===== src/bmtp_fifo.sv =====
`default_nettype none
module bmtp_fifo #(
  parameter int WIDTH = 8,
  parameter int DEPTH = 4
) (
  input  wire logic             clk_i,
  input  wire logic             rst_ni,
  input  wire logic             push_i,
  input  wire logic [WIDTH-1:0] data_i,
  output logic                  full_o,
  input  wire logic             pop_i,
  output logic [WIDTH-1:0]      data_o,
  output logic                  empty_o
);

  localparam int PtrW = $clog2(DEPTH);
  localparam int CntW = $clog2(DEPTH + 1);

  logic [WIDTH-1:0] mem_q [DEPTH];
  logic [PtrW-1:0]  wr_q, wr_d, rd_q, rd_d;
  logic [CntW-1:0]  cnt_q, cnt_d;
  logic             do_push, do_pop;

  assign full_o  = (cnt_q == CntW'(DEPTH));
  assign empty_o = (cnt_q == '0);
  assign do_push = push_i && !full_o;
  assign do_pop  = pop_i && !empty_o;
  assign data_o  = mem_q[rd_q];

  always_comb begin
    wr_d  = wr_q;
    rd_d  = rd_q;
    cnt_d = cnt_q;
    if (do_push) begin
      wr_d = (wr_q == PtrW'(DEPTH - 1)) ? '0 : wr_q + PtrW'(1);
    end
    if (do_pop) begin
      rd_d = (rd_q == PtrW'(DEPTH - 1)) ? '0 : rd_q + PtrW'(1);
    end
    if (do_push && !do_pop) begin
      cnt_d = cnt_q + CntW'(1);
    end else if (!do_push && do_pop) begin
      cnt_d = cnt_q - CntW'(1);
    end
  end

  always_ff @(posedge clk_i or negedge rst_ni) begin
    if (!rst_ni) begin
      wr_q  <= '0;
      rd_q  <= '0;
      cnt_q <= '0;
    end else begin
      wr_q  <= wr_d;
      rd_q  <= rd_d;
      cnt_q <= cnt_d;
    end
  end

  always_ff @(posedge clk_i) begin
    if (do_push) begin
      mem_q[wr_q] <= data_i;
    end
  end

endmodule
`default_nettype wire


===== config.mk =====
export PLATFORM = sky130hd
export DESIGN_NAME = bmtp_fifo
export DESIGN_NICKNAME = d
export VERILOG_FILES = /design/src/bmtp_fifo.sv
export SDC_FILE = /design/constraint.sdc
export NUM_CORES = 1
export LEC_CHECK = 0
export BUFFER_PORTS_ARGS = -buffer_cell sky130_fd_sc_hd__buf_2
export CORE_ASPECT_RATIO = 1.2
export CORE_MARGIN = 10
export CORE_UTILIZATION = 50
export DETAILED_ROUTE_END_ITERATION = 16
export GPL_TIMING_DRIVEN = 0
export PLACE_DENSITY = 0.74
export SLEW_MARGIN = 20
export SYNTH_ARGS = -nofsm -noshare
export SYNTH_HDL_FRONTEND = slang
export SYNTH_SLANG_ARGS = --single-unit

===== constraint.sdc =====
create_clock -name clk_i -period 1.95 [get_ports clk_i]
set_clock_uncertainty 0.15 [all_clocks]
set_input_delay 0 -clock clk_i [delete_from_list [all_inputs] [get_ports clk_i]]
set_output_delay 0 -clock clk_i [all_outputs]
set_load 0.1 [all_outputs]

==> summary.txt <==
Floorplan
  • Die width: 71.97 um
  • I/O pins: 22
  • Total die area: 5927 um^2
  • FP Rows: 22
  • Core area: 3083 um^2
  • Starting Density: 52.56%
  • Die height: 82.36 um

Placement
  • Routability cong.: 0.6404
  • Cells after DPL: 136
  • Port Buf Inserts: 21
  • Post-placement setup slack: -110.3 ps
  • Dpl hpwl: around 1800 um
  • Post-DP Area: roughly 1800 um^2

Critical path
  • Buf/Inv on CP: 1
  • Max stage delay on crit path: 470 ps
  • CP Cell Sequence: nor3_4 -> nand2b_4 -> ha_4 -> inv_2 -> fa_2 -> xor2_1 -> nor2_1 -> xor2_1
  • Crit path depth: 8
  • Slowest-stage cell, CP: dfrtp_2
  • CP max FO: 4
  • WP data required: about 2100 ps
  • Top Family by Delay on Critical Path: adder cells
  • FF-to-FF End: cnt_q[2]
  • Worst Path Class, Setup: flop to flop
  • Nature of the critical path startpoint: flop
  • R2R Setup Slk: -50 ps
  • Critical Path End Type: flop
  • R2R cell count: 8
  • Crit path arrival time: around 2100 ps
  • RR Startpoint: cnt_q[0]
  • CP dominant cell by count: xor2_1

Global routing
  • Largest net degree at the start of global routing: 13
  • First-pass GRT wire length: 4381 um
  • GRT overflow: 0
  • Initial antenna violation count: 0
  • GRT Util Overall: 10.13%
  • Vias in the first global route: 912

Finish
  • Area delta synth->final: 27.57%
  • Fin util: roughly two thirds
  • Antenna cells: 0
  • Share of post-route cells with drive strength above 1: 49.60%
  • Post-Layout Cell Count: ~160
  • Commonest non-fill, non-tap cells in the layout: edfxtp_1, buf_4, buf_2, dlygate4sd3_1, mux4_2
  • Fin area: 2067 um^2
  • Commonest non-fill, non-tap cell in the layout: edfxtp_1
  • Final net count: 143

Clocking
  • TritonCTS Buffers: 5
  • Sink Count: 39
  • CTS Buffer Depth: 2
  • CTS tree: done
  • Clk_lat worst skew: 350 ps
  • H-tree depth: 2
  • Root Buffer: clkbuf_4
  • Clock slew at reported path FFs: ~100 ps

Timing
  • Headroom to the max-slew limit: 67.65%
  • Worst-Margin Slew: 488.6 ps
  • Max Slew Vio Count: 0
  • Crit path setup slack, layout: -46.84 ps
  • Fin crit share: 102.4%
  • Fmax: between 500 and 600 MHz
  • Final hold vios: 1
  • Setup Viol. Count Final: 2
  • Hold Slack: -1.777 ps
  • RSZ-0062 raised after global routing: true
  • Min Tclk post-route: about 2000 ps

Logic synthesis
  • Seq/Total Area, Yosys: 70.12%
  • Mapped Cells: 79
  • Post-Syn Nets: 98
  • Synth Register Bits: 39
  • Synth top area share: approximately three fifths
  • Mapped cell area: 1620 um^2
  • Post-synth cell types: 19
  • Ranking of synthesized cells by area: edfxtp_1, mux4_2, dfrtp_1
  • Ys Warns: 0
  • Post-synth top area cell: edfxtp_1
  • Syn Area/Cell: 20.51 um^2

Worst hold path
  • Hold Crit Class: input port to flop
  • Hold EP: cnt_q[0]
  • Hold_sp: push_i
  • Hold path depth: 4

Route
  • Initial DRT Pass Iterations: 4
  • Routed wire per std cell: 17.32 um
  • DR vias/cell: 5.230
  • DRT iter0 DRCs: 16
  • # DRC: 0
  • Post-route antenna net violation count: 0
  • Final WL: 2788 um
  • Number of vias in the routed layout: 842

Status
  • Failing checks: hold timing, setup timing
  • Status: complete, but fails checks

Run
  • Max cap viols: 0
## worst max-delay path by stage
stage,from,slack [ps],endpoint
5_1_grt,cnt_q[0],-150,cnt_q[2]
3_3_place_gp,cnt_q[2],-110,cnt_q[2]
4_1_cts,cnt_q[1],-60,cnt_q[1]
3_5_place_dp,cnt_q[2],-110,cnt_q[2]
2_1_floorplan,cnt_q[0],-780,cnt_q[2]
6_report,cnt_q[0],-50,cnt_q[2]
## cells by family after synthesis
kind of cell	synth area share, %
muxes	15.06
DFF	70.12
and+or+nand+nor	5.405
xor gates and xnor gates	1.622
adders and majority gates	5.869
buffers and inverters	1.930
## worst register-to-register path, stage by stage (launching register included)
cell and delay, ps:
dfrtp_2 470, nor3_4 180, nand2b_4 170, ha_4 140, inv_2 40, fa_2 350
xor2_1 160, nor2_1 120, xor2_1 160
## metrics by stage
| step | setup TNS (ps) | hold slack [ps] |
|---|---|---|
| after global placement | -155.0 | -309.3 |
| after global routing | -230.3 | 15.66 |
| final | -71.37 | -1.777 |
| after floorplan | -9528 | -445.6 |
| after CTS | -81.44 | 41.83 |
| after detailed placement | -186.4 | -303.3 |
## flip-flops by register name (all words and copies together) (netlist names)
signal,flops
wr_q,2
rd_q,2
cnt_q,3
mem_q,32
## final cells by class
cell class / count / area (um^2)
plain buffers: 2 / 16.27
clock buffers: 7 / 45.04
clock inverters: 1 / 30.03
fillers: 214 / 1016
inverters: 3 / 11.26
multi-input cells: 34 / 493.0
flip-flops and latches: 39 / 1139
well taps: 36 / 45.04
repair buffers: 39 / 287.8
## synth_stat cells (all sizes together)
cell type / instances
edfxtp: 32
mux4: 8
dfrtp: 7
ha: 6
mux2: 5
and2: 4
buf: 3
inv: 3
nor2: 3
xor2: 2
fa: 1
nand2b: 1
nor2b: 1
nor3: 1
nor3b: 1
xnor2: 1
## routing by layer
layer  part of all wire [%]  global-route usage [%]  up-vias
li1                       -                       -      390
met1                     39                   9.747      420
met2                     52                   17.49       21
met3                    6.1                   4.893       11
met4                    2.9                   5.814        0
met5                      0                       0        -
## repair_timing
action	in CTS	in global routing
pin swaps	3	1
buffers inserted	4	3
hold buffers	11	0
endpoints found under the hold margin	42	0
endpoints found under the setup margin	10	9
resized for setup	6	15
Power is not shown: default switching activity piles up to over one toggle a cycle in this logic, so the estimate is an artifact.
