$ cat src/bmtp_pkg.sv
`default_nettype none
package bmtp_pkg;

  localparam int FracBitsDef = 16;
  localparam int ExpDepthDef = 256;
  localparam int ExpArgLimit = 32;
  localparam int Iq          = 30;
  localparam int AgeWidth    = 32;
  localparam int RateWidth   = 32;

  typedef enum logic [1:0] {
    StatusOk       = 2'd0,
    StatusRateZero = 2'd1,
    StatusClamp    = 2'd2
  } status_e;

  typedef enum logic {
    CfgRate01 = 1'b0,
    CfgRate10 = 1'b1
  } cfg_idx_e;

  // exp(-u), u in q34.30 and result in q2.30, truncated taylor terms
  function automatic logic [31:0] exp_series(input logic [63:0] u);
    logic signed [63:0] acc;
    logic [63:0]        term;
    logic               stop;
    acc  = 64'sd1 <<< Iq;
    term = 64'd1 << Iq;
    stop = 1'b0;
    for (int i = 1; i < 40; i++) begin
      if (!stop) begin
        term = ((term * u) >> Iq) / 64'(i);
        if (term == 64'd0) begin
          stop = 1'b1;
        end else if (i[0]) begin
          acc = acc - $signed(term);
        end else begin
          acc = acc + $signed(term);
        end
      end
    end
    if (acc < 0) begin
      acc = 64'sd0;
    end
    return acc[31:0];
  endfunction

endpackage
`default_nettype wire

$ cat src/bmtp_front.sv
`default_nettype none
module bmtp_front import bmtp_pkg::*; #(
  parameter int FRAC_BITS = FracBitsDef
) (
  input  wire logic                clk_i,
  input  wire logic                rst_ni,
  input  wire logic                push_i,
  output logic                     full_o,
  input  wire logic [AgeWidth-1:0] start_age_i,
  input  wire logic [AgeWidth-1:0] end_age_i,
  input  wire logic [AgeWidth-1:0] rate_scale_i,
  input  wire logic                busy_i,
  input  wire logic                q_full_i,
  output logic                     q_push_o,
  output logic [64-FRAC_BITS:0]    q_data_o
);

  localparam int TW = 64 - FRAC_BITS;

  logic                v1_q, v2_q, c1_q, c2_q;
  logic [AgeWidth-1:0] diff1_q, scale1_q;
  logic [TW-1:0]       t2_q;
  logic                en, accept, clamp;
  logic [63:0]         prod;

  assign en       = !q_full_i;
  assign full_o   = q_full_i || busy_i;
  assign accept   = push_i && !full_o;
  assign clamp    = end_age_i > start_age_i;
  assign prod     = 64'(scale1_q) * 64'(diff1_q);
  assign q_push_o = v2_q && en;
  assign q_data_o = {c2_q, t2_q};

  always_ff @(posedge clk_i or negedge rst_ni) begin
    if (!rst_ni) begin
      v1_q <= 1'b0;
      v2_q <= 1'b0;
    end else if (en) begin
      v1_q <= accept;
      v2_q <= v1_q;
    end
  end

  always_ff @(posedge clk_i) begin
    if (en) begin
      c1_q     <= clamp;
      diff1_q  <= clamp ? '0 : start_age_i - end_age_i;
      scale1_q <= rate_scale_i;
      c2_q     <= c1_q;
      t2_q     <= prod[63:FRAC_BITS];
    end
  end

endmodule
`default_nettype wire

$ cat config.mk
export PLATFORM = sky130hd
export DESIGN_NAME = bmtp_front
export DESIGN_NICKNAME = d
export VERILOG_FILES = /design/src/bmtp_pkg.sv /design/src/bmtp_front.sv
export SDC_FILE = /design/constraint.sdc
export NUM_CORES = 2
export LEC_CHECK = 0
export BUFFER_PORTS_ARGS = -buffer_cell sky130_fd_sc_hd__buf_2
export CAP_MARGIN = 20
export CORE_UTILIZATION = 45
export CTS_BUF_LIST = sky130_fd_sc_hd__clkbuf_4
export DETAILED_ROUTE_END_ITERATION = 10
export GPL_ROUTABILITY_DRIVEN = 0
export PLACE_DENSITY = 0.73
export SLEW_MARGIN = 20
export SYNTH_ARGS = -nofsm -noshare
export SYNTH_HDL_FRONTEND = slang
export SYNTH_SLANG_ARGS = --single-unit
$ cat constraint.sdc
create_clock -name clk_i -period 6.8 [get_ports clk_i]
set_input_delay 0.68 -clock clk_i [delete_from_list [all_inputs] [get_ports clk_i]]
set_output_delay 0.68 -clock clk_i [all_outputs]
set_load 0.02 [all_outputs]
==> metrics.md <==
| Metric | Value |
|---|---|
| Status | finished, violations left |
| Violated checks | setup timing |
| Die W | roughly 290 um |
| Clock Path Buffers | 2 |
| Worst Slack Setup Final | -657.1 ps |
| Vias in the first global route | ~32k |
| RSZ-0062 raised after global routing | yes |
| Clk_lat worst skew | 710 ps |
| Routed WL per cell | 18.54 um |
| Deepest level of the CTS H-tree | 4 |
| Setup CP Type | reg2reg |
| Drt drc | 0 |
| Iter 0 DRT Violations | 1786 |
| Synth Flop Type | edfxtp_1 |
| Clock buffer count from CTS | 17 |
| Clock root cell | clkbuf_4 |
| Drt pass-1 iters | 8 |
| CP endpoint kind | register |
| Final Setup Violations | 40 |
| P&R area growth vs syn | 18.72% |
| Ys Warns | 0 |
| Clock sinks | between 100 and 150 |
| Worst EP required | 7350 ps |
| Gr usage total | 0.2504 |
| Net count of the finished layout | 5746 |
| Core Footprint | between 80000 and 90000 um^2 |
| Type of origin of the critical path | register |
| Initial core utilization | 0.4567 |
| Post-synthesis sequential area ratio | 0.09045 |
| Mean Syn Cell Area | 9.447 um^2 |
| Layout cells sized above 1 | 0.1975 |
| DR vias | 29.03k |
| Setup_tns | -14570 ps |
| Die Y-Extent | 294.1 um |
| Rows | 106 |
| Drt total wl | a little over 100000 um |
| Max_cap viols | 0 |
| Syn Inst Count | 4065 |
| Worst Path Max Fanout | 7 |
| Die area | 86510 um^2 |
| Initial antenna violation count | 7 |
| Num ports | 152 |
| Slew headroom | 0.2476 |
| HPWL Detailed | 86140 um |
| Async S/R FF share, synth | 0.01724 |
| Via density | 5.178 |
| Worst Path Arrival | 8010 ps |
| Worst Skew | 58.62 ps |
| Final hold violations | 0 |
| Post-synth EDFFs | 114 |
| Largest net degree at the start of global routing | 62 |
| Hold crit path type | in2reg |
| Final period utilization | 1.097 |
| CTS tree | yes |
| Antenna Nets Post-Route | 0 |
| Count of input and output buffers | 151 |
| Min Tclk post-route | 7457 ps |
| Tightest Pin Transition | 1120 ps |
| Max-slew violations | 0 |
| Reg clk slew, reported paths | 160 ps |
| Count of unique library cells instantiated by Yosys | 84 |
| Syn_nets | 5354 |
| Yosys reg bits | approximately 120 |
| Post-Synthesis Cell Area | 38400 um^2 |
| GRT overflow | 0 |
| First-pass GRT wire length | 166800 um |
| Fmax | around 0.13 GHz |
==> sequential cells by signal, indices dropped and copies added (netlist names) <==
register,cells
diff1_q,32
c1_q,1
v1_q,1
scale1_q,32
v2_q,1
c2_q,1
t2_q,48
==> critical path, stage by stage, from the launching register on <==
cell and delay (ps):
edfxtp_1 500, buf_12 190, buf_8 130, and2_4 150, fa_1 460, fa_1 530
inv_1 60, fa_1 470, fa_1 570, inv_2 50, fa_2 600, fa_1 430
fa_1 540, fa_1 470, ha_4 320, buf_6 90, nand4_1 240, nor2_1 230
o2bb2ai_2 130, a21oi_2 50, buf_6 140, o211ai_4 260, nand2_4 120, or4b_1 470
nand3_1 100
==> cell type report <==
type	count	area (um^2)
Tap cell	1134	1419
Timing Repair Buffer	598	5140
Clock inverter	12	133.9
Inverter	935	3512
Fill cell	7292	38500
Multi-Input combinational cell	2789	31750
Antenna cell	3	7.507
Clock buffer	20	150.1
Sequential cell	116	3473
==> synth_stat cells (all sizes together) (3+ instances only) <==
library cell  instances  area share
a31oi                15      0.0028
a21oi                85       0.011
a221oi                3     0.00085
nand3                24      0.0031
xnor2                40      0.0091
and2                560       0.091
buf                  16      0.0030
o21bai               15      0.0032
nand2               519       0.051
a2111oi               8      0.0023
inv                 935       0.091
a31o                  4     0.00091
clkbuf              209       0.020
and3                 14      0.0023
a21boi                4      0.0012
nor3b                 6      0.0012
nor2                 60      0.0060
nor3                 19      0.0029
fa                  896        0.47
o211ai                4     0.00091
o31a                  3     0.00068
nand2b                9      0.0015
o221ai                3      0.0010
o2111ai               4      0.0011
a211oi                3     0.00059
edfxtp              114       0.089
o21a                  9      0.0018
nand4                20      0.0033
nor2b                 8      0.0015
ha                  292       0.095
a21o                 42      0.0082
a41oi                 3     0.00068
xor2                 26      0.0059
o21ai                57      0.0077
==> cell usage in the layout, fill, tap and decap left out, types with 22 or more instances in the layout <==
| cell type | Yosys | routed |
|---|---|---|
| a21o_1 | 42 | 42 |
| a21oi_1 | 84 | 65 |
| and2_1 | 560 | 530 |
| and2_4 | 0 | 30 |
| buf_12 | 0 | 57 |
| buf_2 | 7 | 152 |
| buf_4 | 4 | 321 |
| buf_6 | 4 | 60 |
| edfxtp_1 | 114 | 114 |
| fa_1 | 896 | 856 |
| fa_2 | 0 | 40 |
| ha_1 | 292 | 265 |
| ha_4 | 0 | 24 |
| inv_1 | 935 | 902 |
| inv_2 | 0 | 32 |
| nand2_1 | 517 | 513 |
| nand3_1 | 24 | 22 |
| nor2_1 | 58 | 52 |
| o21ai_0 | 47 | 30 |
| xnor2_1 | 40 | 33 |
| xor2_1 | 26 | 25 |
==> cell families after synthesis <==
| kind of cell | share of synthesized area |
|---|---|
| AO/OA/AOI/OAI | 0.05080 |
| AND/OR/NAND/NOR | 0.1661 |
| flip-flops | 0.09045 |
| adder cells (fa/ha/maj) | 0.5622 |
| buffers and inverters | 0.1148 |
| multiplexers | 0.0005539 |
| XOR/XNOR | 0.01505 |
==> per-layer routing <==
metal,vias to the layer above,wire length (um),track usage
li1,12812,-,-
met1,14887,37890,0.2938
met2,1056,53590,0.4390
met3,276,6209,0.03746
met4,2,6241,0.1373
met5,-,17,0
==> metrics by stage <==
| step | std cells | utilization | cell area, um^2 | worst slack (ps) | hold slack [ps] |
|---|---|---|---|---|---|
| after floorplan | 4065 | - | 38700 | -155.3 | 384.4 |
| after global placement | 5501 | 0.5146 | 43270 | -603.6 | 416.1 |
| after detailed placement | 5501 | 0.5146 | 43270 | -716.4 | 413.5 |
| after CTS | 5582 | 0.5333 | 44840 | -601.8 | 71.03 |
| after global routing | 5606 | 0.5421 | 45590 | -853.3 | 93.23 |
| final | 5607 | 0.5422 | 45590 | -657.1 | 133.4 |
==> what timing repair did <==
item                                    CTS  global route
cloned                                    2             2
buffers inserted                         48            24
pin swaps                                86            69
endpoints found under the setup margin   43            45
hold endpoints to repair                  2             0
resized for setup                       192           131
hold buffers                              1             0
==> final timing paths <==
kind | start | endpoint | slack (ps) | cells past startpoint
worst max register to register | scale1_q[16] | t2_q[40] | -660 | 24
min in group asynchronous | rst_ni | v1_q | 310 | 2
max in group asynchronous | rst_ni | v2_q | 6400 | 2
worst min-delay path | rate_scale_i[11] | scale1_q[11] | 130 | 1
worst min register to register | c1_q | c2_q | 450 | 0
worst max-delay path | scale1_q[16] | t2_q[40] | -660 | 24
Power is left out: the tool's default activity adds up to more than one toggle a clock period on the data nets, which glitch-free logic cannot reach.
