===== config.mk =====
export PLATFORM = sky130hd
export DESIGN_NAME = bmtp_pidiv
export DESIGN_NICKNAME = d
export VERILOG_FILES = /design/src/bmtp_pkg.sv /design/src/bmtp_pidiv.sv
export SDC_FILE = /design/constraint.sdc
export NUM_CORES = 1
export LEC_CHECK = 0
export BUFFER_PORTS_ARGS = -buffer_cell sky130_fd_sc_hd__buf_2
export CELL_PAD_IN_SITES_DETAIL_PLACEMENT = 1
export CELL_PAD_IN_SITES_GLOBAL_PLACEMENT = 1
export CORE_ASPECT_RATIO = 1.4
export CORE_MARGIN = 1.5
export CORE_UTILIZATION = 43
export CTS_BUF_LIST = sky130_fd_sc_hd__clkbuf_16
export DETAILED_ROUTE_END_ITERATION = 8
export HOLD_SLACK_MARGIN = 0.12
export PLACE_DENSITY_LB_ADDON = 0.15
export SKIP_LAST_GASP = 1
export SLEW_MARGIN = 15
export SYNTH_ARGS = -nofsm -noshare
export SYNTH_HDL_FRONTEND = slang
export SYNTH_SLANG_ARGS = --single-unit

===== constraint.sdc =====
create_clock -name clk_i -period 3.6 [get_ports clk_i]
set_input_delay 0.72 -clock clk_i [delete_from_list [all_inputs] [get_ports clk_i]]
set_output_delay 0.72 -clock clk_i [all_outputs]
set_load 0.01 [all_outputs]

===== src/bmtp_pkg.sv =====
`default_nettype none
package bmtp_pkg;

  localparam int FracBitsDef = 16;
  localparam int ExpDepthDef = 256;
  localparam int ExpArgLimit = 32;
  localparam int Iq          = 30;
  localparam int AgeWidth    = 32;
  localparam int RateWidth   = 32;

  typedef enum logic [1:0] {
    StatusOk       = 2'd0,
    StatusRateZero = 2'd1,
    StatusClamp    = 2'd2
  } status_e;

  typedef enum logic {
    CfgRate01 = 1'b0,
    CfgRate10 = 1'b1
  } cfg_idx_e;

  // exp(-u), u in q34.30 and result in q2.30, truncated taylor terms
  function automatic logic [31:0] exp_series(input logic [63:0] u);
    logic signed [63:0] acc;
    logic [63:0]        term;
    logic               stop;
    acc  = 64'sd1 <<< Iq;
    term = 64'd1 << Iq;
    stop = 1'b0;
    for (int i = 1; i < 40; i++) begin
      if (!stop) begin
        term = ((term * u) >> Iq) / 64'(i);
        if (term == 64'd0) begin
          stop = 1'b1;
        end else if (i[0]) begin
          acc = acc - $signed(term);
        end else begin
          acc = acc + $signed(term);
        end
      end
    end
    if (acc < 0) begin
      acc = 64'sd0;
    end
    return acc[31:0];
  endfunction

endpackage
`default_nettype wire


===== src/bmtp_pidiv.sv =====
`default_nettype none
module bmtp_pidiv import bmtp_pkg::*; #(
  parameter int FRAC_BITS = FracBitsDef
) (
  input  wire logic                 clk_i,
  input  wire logic                 rst_ni,
  input  wire logic                 start_i,
  input  wire logic [RateWidth-1:0] q01_i,
  input  wire logic [RateWidth-1:0] q10_i,
  output logic [FRAC_BITS:0]        pi0_o,
  output logic                      busy_o
);

  localparam int SumW = RateWidth + 1;
  localparam int NumW = RateWidth + FRAC_BITS + 1;
  localparam int CntW = $clog2(FRAC_BITS + 1);

  typedef enum logic {Idle, Run} state_e;

  state_e             state_q;
  logic               pend_q;
  logic [SumW-1:0]    sum_q;
  logic [SumW:0]      rem_q;
  logic [FRAC_BITS:0] nlo_q, quo_q, pi0_q;
  logic [CntW-1:0]    cnt_q;

  logic [SumW-1:0]    sum_ld;
  logic [NumW-1:0]    num_ld;
  logic [SumW:0]      rem_sh, rem_d;
  logic               bit_d;

  always_comb begin
    sum_ld = {1'b0, q01_i} + {1'b0, q10_i};
    num_ld = {1'b0, q10_i, {FRAC_BITS{1'b0}}} + NumW'(sum_ld >> 1);
    rem_sh = {rem_q[SumW-1:0], nlo_q[FRAC_BITS]};
    bit_d  = (rem_sh >= {1'b0, sum_q});
    rem_d  = bit_d ? rem_sh - {1'b0, sum_q} : rem_sh;
  end

  always_ff @(posedge clk_i or negedge rst_ni) begin
    if (!rst_ni) begin
      state_q <= Idle;
      pend_q  <= 1'b1;
      cnt_q   <= '0;
      pi0_q   <= '0;
    end else begin
      if (start_i) begin
        pend_q <= 1'b1;
      end
      unique case (state_q)
        Idle: begin
          if (pend_q && !start_i) begin
            pend_q  <= 1'b0;
            state_q <= Run;
            sum_q   <= sum_ld;
            rem_q   <= (SumW + 1)'(num_ld >> (FRAC_BITS + 1));
            nlo_q   <= num_ld[FRAC_BITS:0];
            cnt_q   <= CntW'(FRAC_BITS);
          end
        end
        Run: begin
          rem_q <= rem_d;
          nlo_q <= nlo_q << 1;
          quo_q <= {quo_q[FRAC_BITS-1:0], bit_d};
          cnt_q <= cnt_q - CntW'(1);
          if (cnt_q == '0) begin
            pi0_q   <= {quo_q[FRAC_BITS-1:0], bit_d};
            state_q <= Idle;
          end
        end
        default: state_q <= Idle;
      endcase
    end
  end

  assign pi0_o  = pi0_q;
  assign busy_o = pend_q || (state_q == Run);

endmodule
`default_nettype wire


==> metrics.cfg <==
[outcome]
status=finished with violations
failed_checks=setup timing

[clock_tree]
cts_root_buffer=clkbuf_16
cts_made_buffers=17
clkLatencyLatePin_ns=0.43
tritoncts=built
path_clk_slew_ns=0.07
cts_htree_levels=4
cts_hold_buf=0
clock-sinks=123
ctsLongestPathBuffers=2

[synth]
synthMuxAreaShare_pct=5.18
synth_top_family_by_area=compound AO/OA/AOI/OAI gates
synth-compound-area-share_pct=19.7
synthAdderAreaFrac_pct=11.6
async_reset_ff_share_pct=19.5
netlist_instances=983
yosys.area.top_type_share_pct=31.5
synth.avg_cell_area_um2=9.60
synth_fp_nets=1136
ys_ff_latch=123
yosysSeqAreaShare_pct=37.9
syn_area_mm2=0.00944
synth_largest_area_cell=edfxtp_1
synth_ff_type=edfxtp_1
synth_cell_type_count=75
post_synth_xor_area_fraction_pct=7.42
yosys.area_share.simple_pct=14.1
ys_warn_count=0
synth_edf_count=99
synth_area_leaders=edfxtp_1, ha_1, dfrtp_1

[power_and_ir_drop]
total_leakage_power_nw=5.92
powerDensity_mw_per_mm2=774
worst_ir_drop_vdd_mv=0.281

[setup_path]
cp_slowest_cell=a2111oi_4
path_class=in -> reg
start_kind=input pin
cp_slowest_stage_delay_ns=0.54
crit_top_cell=a21o_1
critPathRequiredTime_ns=3.83
critPathCaptureType=flip-flop
critPathMaxFanout=4
cp_cell_sequence=buf_2 -> ha_1 -> buf_4 -> and4_1 -> nand3_1 -> or3_1 -> o21ai_4 -> o41ai_4 -> o311ai_1 -> a21o_1 -> xor2_2 -> ha_4 -> a21o_1 -> a21o_1 -> a21o_1 -> nor3_4 -> a2111oi_4 -> nand3_1 -> xnor2_1 -> nor2_1 -> a311oi_1
crit_arrival_ns=5.36

[sta]
post-route-worst-setup-slack_ns=-1.53
final.setup_skew_ns=0.0135
setup_viol=31
layout_worst_path_cycle_share_pct=142
hold_slack_ns=0.221
slew_viol_final=0
timing.final.hold_violations=0
max_slew_margin_pct=40.6
clock.fmax_ghz=0.195
rsz0062_at_grt=true
tightest_slew_ns=0.889
fin_crit_ns=5.13

[floorplan]
die_h_um=178
coreArea_mm2=0.0217
die_area_mm2=0.0229
start_util_pct=43.5
die_w_um=128
top_level_ports=85
rows=64

[routing]
drtIter0Drc=532
dr.pass1.iters=5
totalWireLength_mm=36.8
wire_per_inst_um=23.2
drt.antenna.violating_nets=0
vias=9247
drc=0
avgViaCountPerCell=5.84

[place]
place_hpwl_mm=24.0
gp_congestion=0.914
io_buffers=84
placed_cells=1516

[global_routing]
antenna_found_initial=0
grt_pass1_vias=9515
grt_pass1_wl_mm=49.7
track_usage_pct=28.5
grt_max_degree=57
grt_overflow=0

[finish]
final_cells=1584
final_nets=1427
drive_gt1_share_pct=37.8
area_growth_pct=40.4
fillers=2388
antennaDiodeCount=0
seq_area_mm2=0.00358
multi_input_area_mm2=0.00631

[hold_path]
hold_class=in -> async

[flow_run]
maxCapViolCount=0

per-layer routing:
metal	up-vias	part of all wire (%)	track usage (%)
li1	4209	-	-
met1	4598	38	31.0
met2	331	53	53.5
met3	109	3.8	2.97
met4	0	5.3	15.9
met5	-	0	0
area by class of cell:
| type | instances | share of cell area [%] |
|---|---|---|
| tap | 297 | 2.80 |
| clock inverter | 15 | 1.04 |
| timing repair buffer | 307 | 16.6 |
| sequential | 123 | 27.0 |
| clock buffer | 17 | 3.21 |
| inverter | 62 | 1.76 |
| multi-input combinational | 763 | 47.6 |
cell families (layout without fill, tap and decap cells):
family | count (synthesis) | count (layout)
AOI/OAI and AO/OA | 278 | 278
xor gates and xnor gates | 80 | 80
adders and majority gates | 86 | 86
buffers and inverters | 97 | 401
DFF | 123 | 123
muxes | 46 | 46
and+or+nand+nor | 273 | 273
report_power, final:
group          switching (mW)  leakage (nW)  internal, mW
Sequential              0.293          1.23          2.29
Combinational            3.40          4.42          2.60
Clock                   0.709         0.271         0.959
metrics by stage:
stage               area [um2]  setup WS (ns)  TNS (ns)  power [mW]  util [%]
detailed placement       11700          -1.62    -40.93        7.77      53.7
CTS                      12700          -1.07    -23.34        9.72      58.6
global route             13300          -1.66    -37.09        10.7      61.1
global placement         11700          -1.53    -38.32        7.55      53.7
finish                   13300          -1.53    -33.49        10.3      61.1
floorplan                 9610          -1.13    -21.05        5.92         -
Yosys cell counts (4+ instances only):
library cell and n:
edfxtp_1 99, ha_1 83, a21oi_1 79, nand2_1 78
nor2_1 65, inv_1 61, xnor2_1 57, o21ai_0 45
a21o_1 38, nand3_1 30, dfrtp_1 23, mux2_2 23
mux2i_1 23, xor2_1 23, clkbuf_1 22, nand4_1 18
nor3_1 15, o21a_1 15, nor2b_1 14, o21bai_1 14
a31oi_1 13, a211oi_1 12, o211ai_1 12, and2_1 9
and3_1 8, buf_2 7, or3_1 6, nand2b_1 5
and4_1 4, or2_2 4
worst paths after layout:
| path | from | to | slack (ns) | cells past startpoint |
|---|---|---|---|---|
| setup / recovery | q10_i[17] | rem_q[29] | -1.53 | 21 |
| hold / removal | rst_ni | pi0_o[12] | 0.22 | 1 |
| setup reg to reg | nlo_q[16] | rem_q[11] | -0.07 | 14 |
| hold reg to reg | quo_q[4] | quo_q[5] | 0.45 | 0 |
| max in group asynchronous | rst_ni | pi0_o[0] | 2.87 | 2 |
| min in group clk_i | quo_q[4] | quo_q[5] | 0.45 | 0 |
critical path, delay by kind of cell:
kind	cells	cell delay [ns]
fa+ha+maj	2	0.49
xor+xnor	2	0.45
simple gates	6	1.13
compound gates	9	2.34
buf+inv	2	0.23
timing repair:
| action | CTS | global route |
|---|---|---|
| resized for setup | 72 | 64 |
| endpoints found under the setup margin | 30 | 31 |
| endpoints found under the hold margin | 0 | 0 |
| setup buffers | 14 | 25 |
| pin swaps | 42 | 72 |
registers in the layout, indices dropped and copies added (netlist names):
name     flops
cnt_q        5
pi0_o       17
state_q      1
quo_q       16
rem_q       33
nlo_q       17
sum_q       33
pend_q       1
cell usage in the layout (no fill, tap or decap), types with 15 or more instances in the layout:
cell and n:
a21o_1 38, a21oi_1 64, buf_2 82, buf_4 206, buf_6 15, clkbuf_16 17
dfrtp_1 22, edfxtp_1 99, ha_1 68, inv_1 59, mux2_2 23, mux2i_1 23
nand2_1 76, nand3_1 26, nand4_1 18, nor2_1 58, o21a_1 15, o21ai_0 34
xnor2_1 37, xnor2_2 17, xor2_1 21
Note: power is estimated with default switching activity, not from simulation.
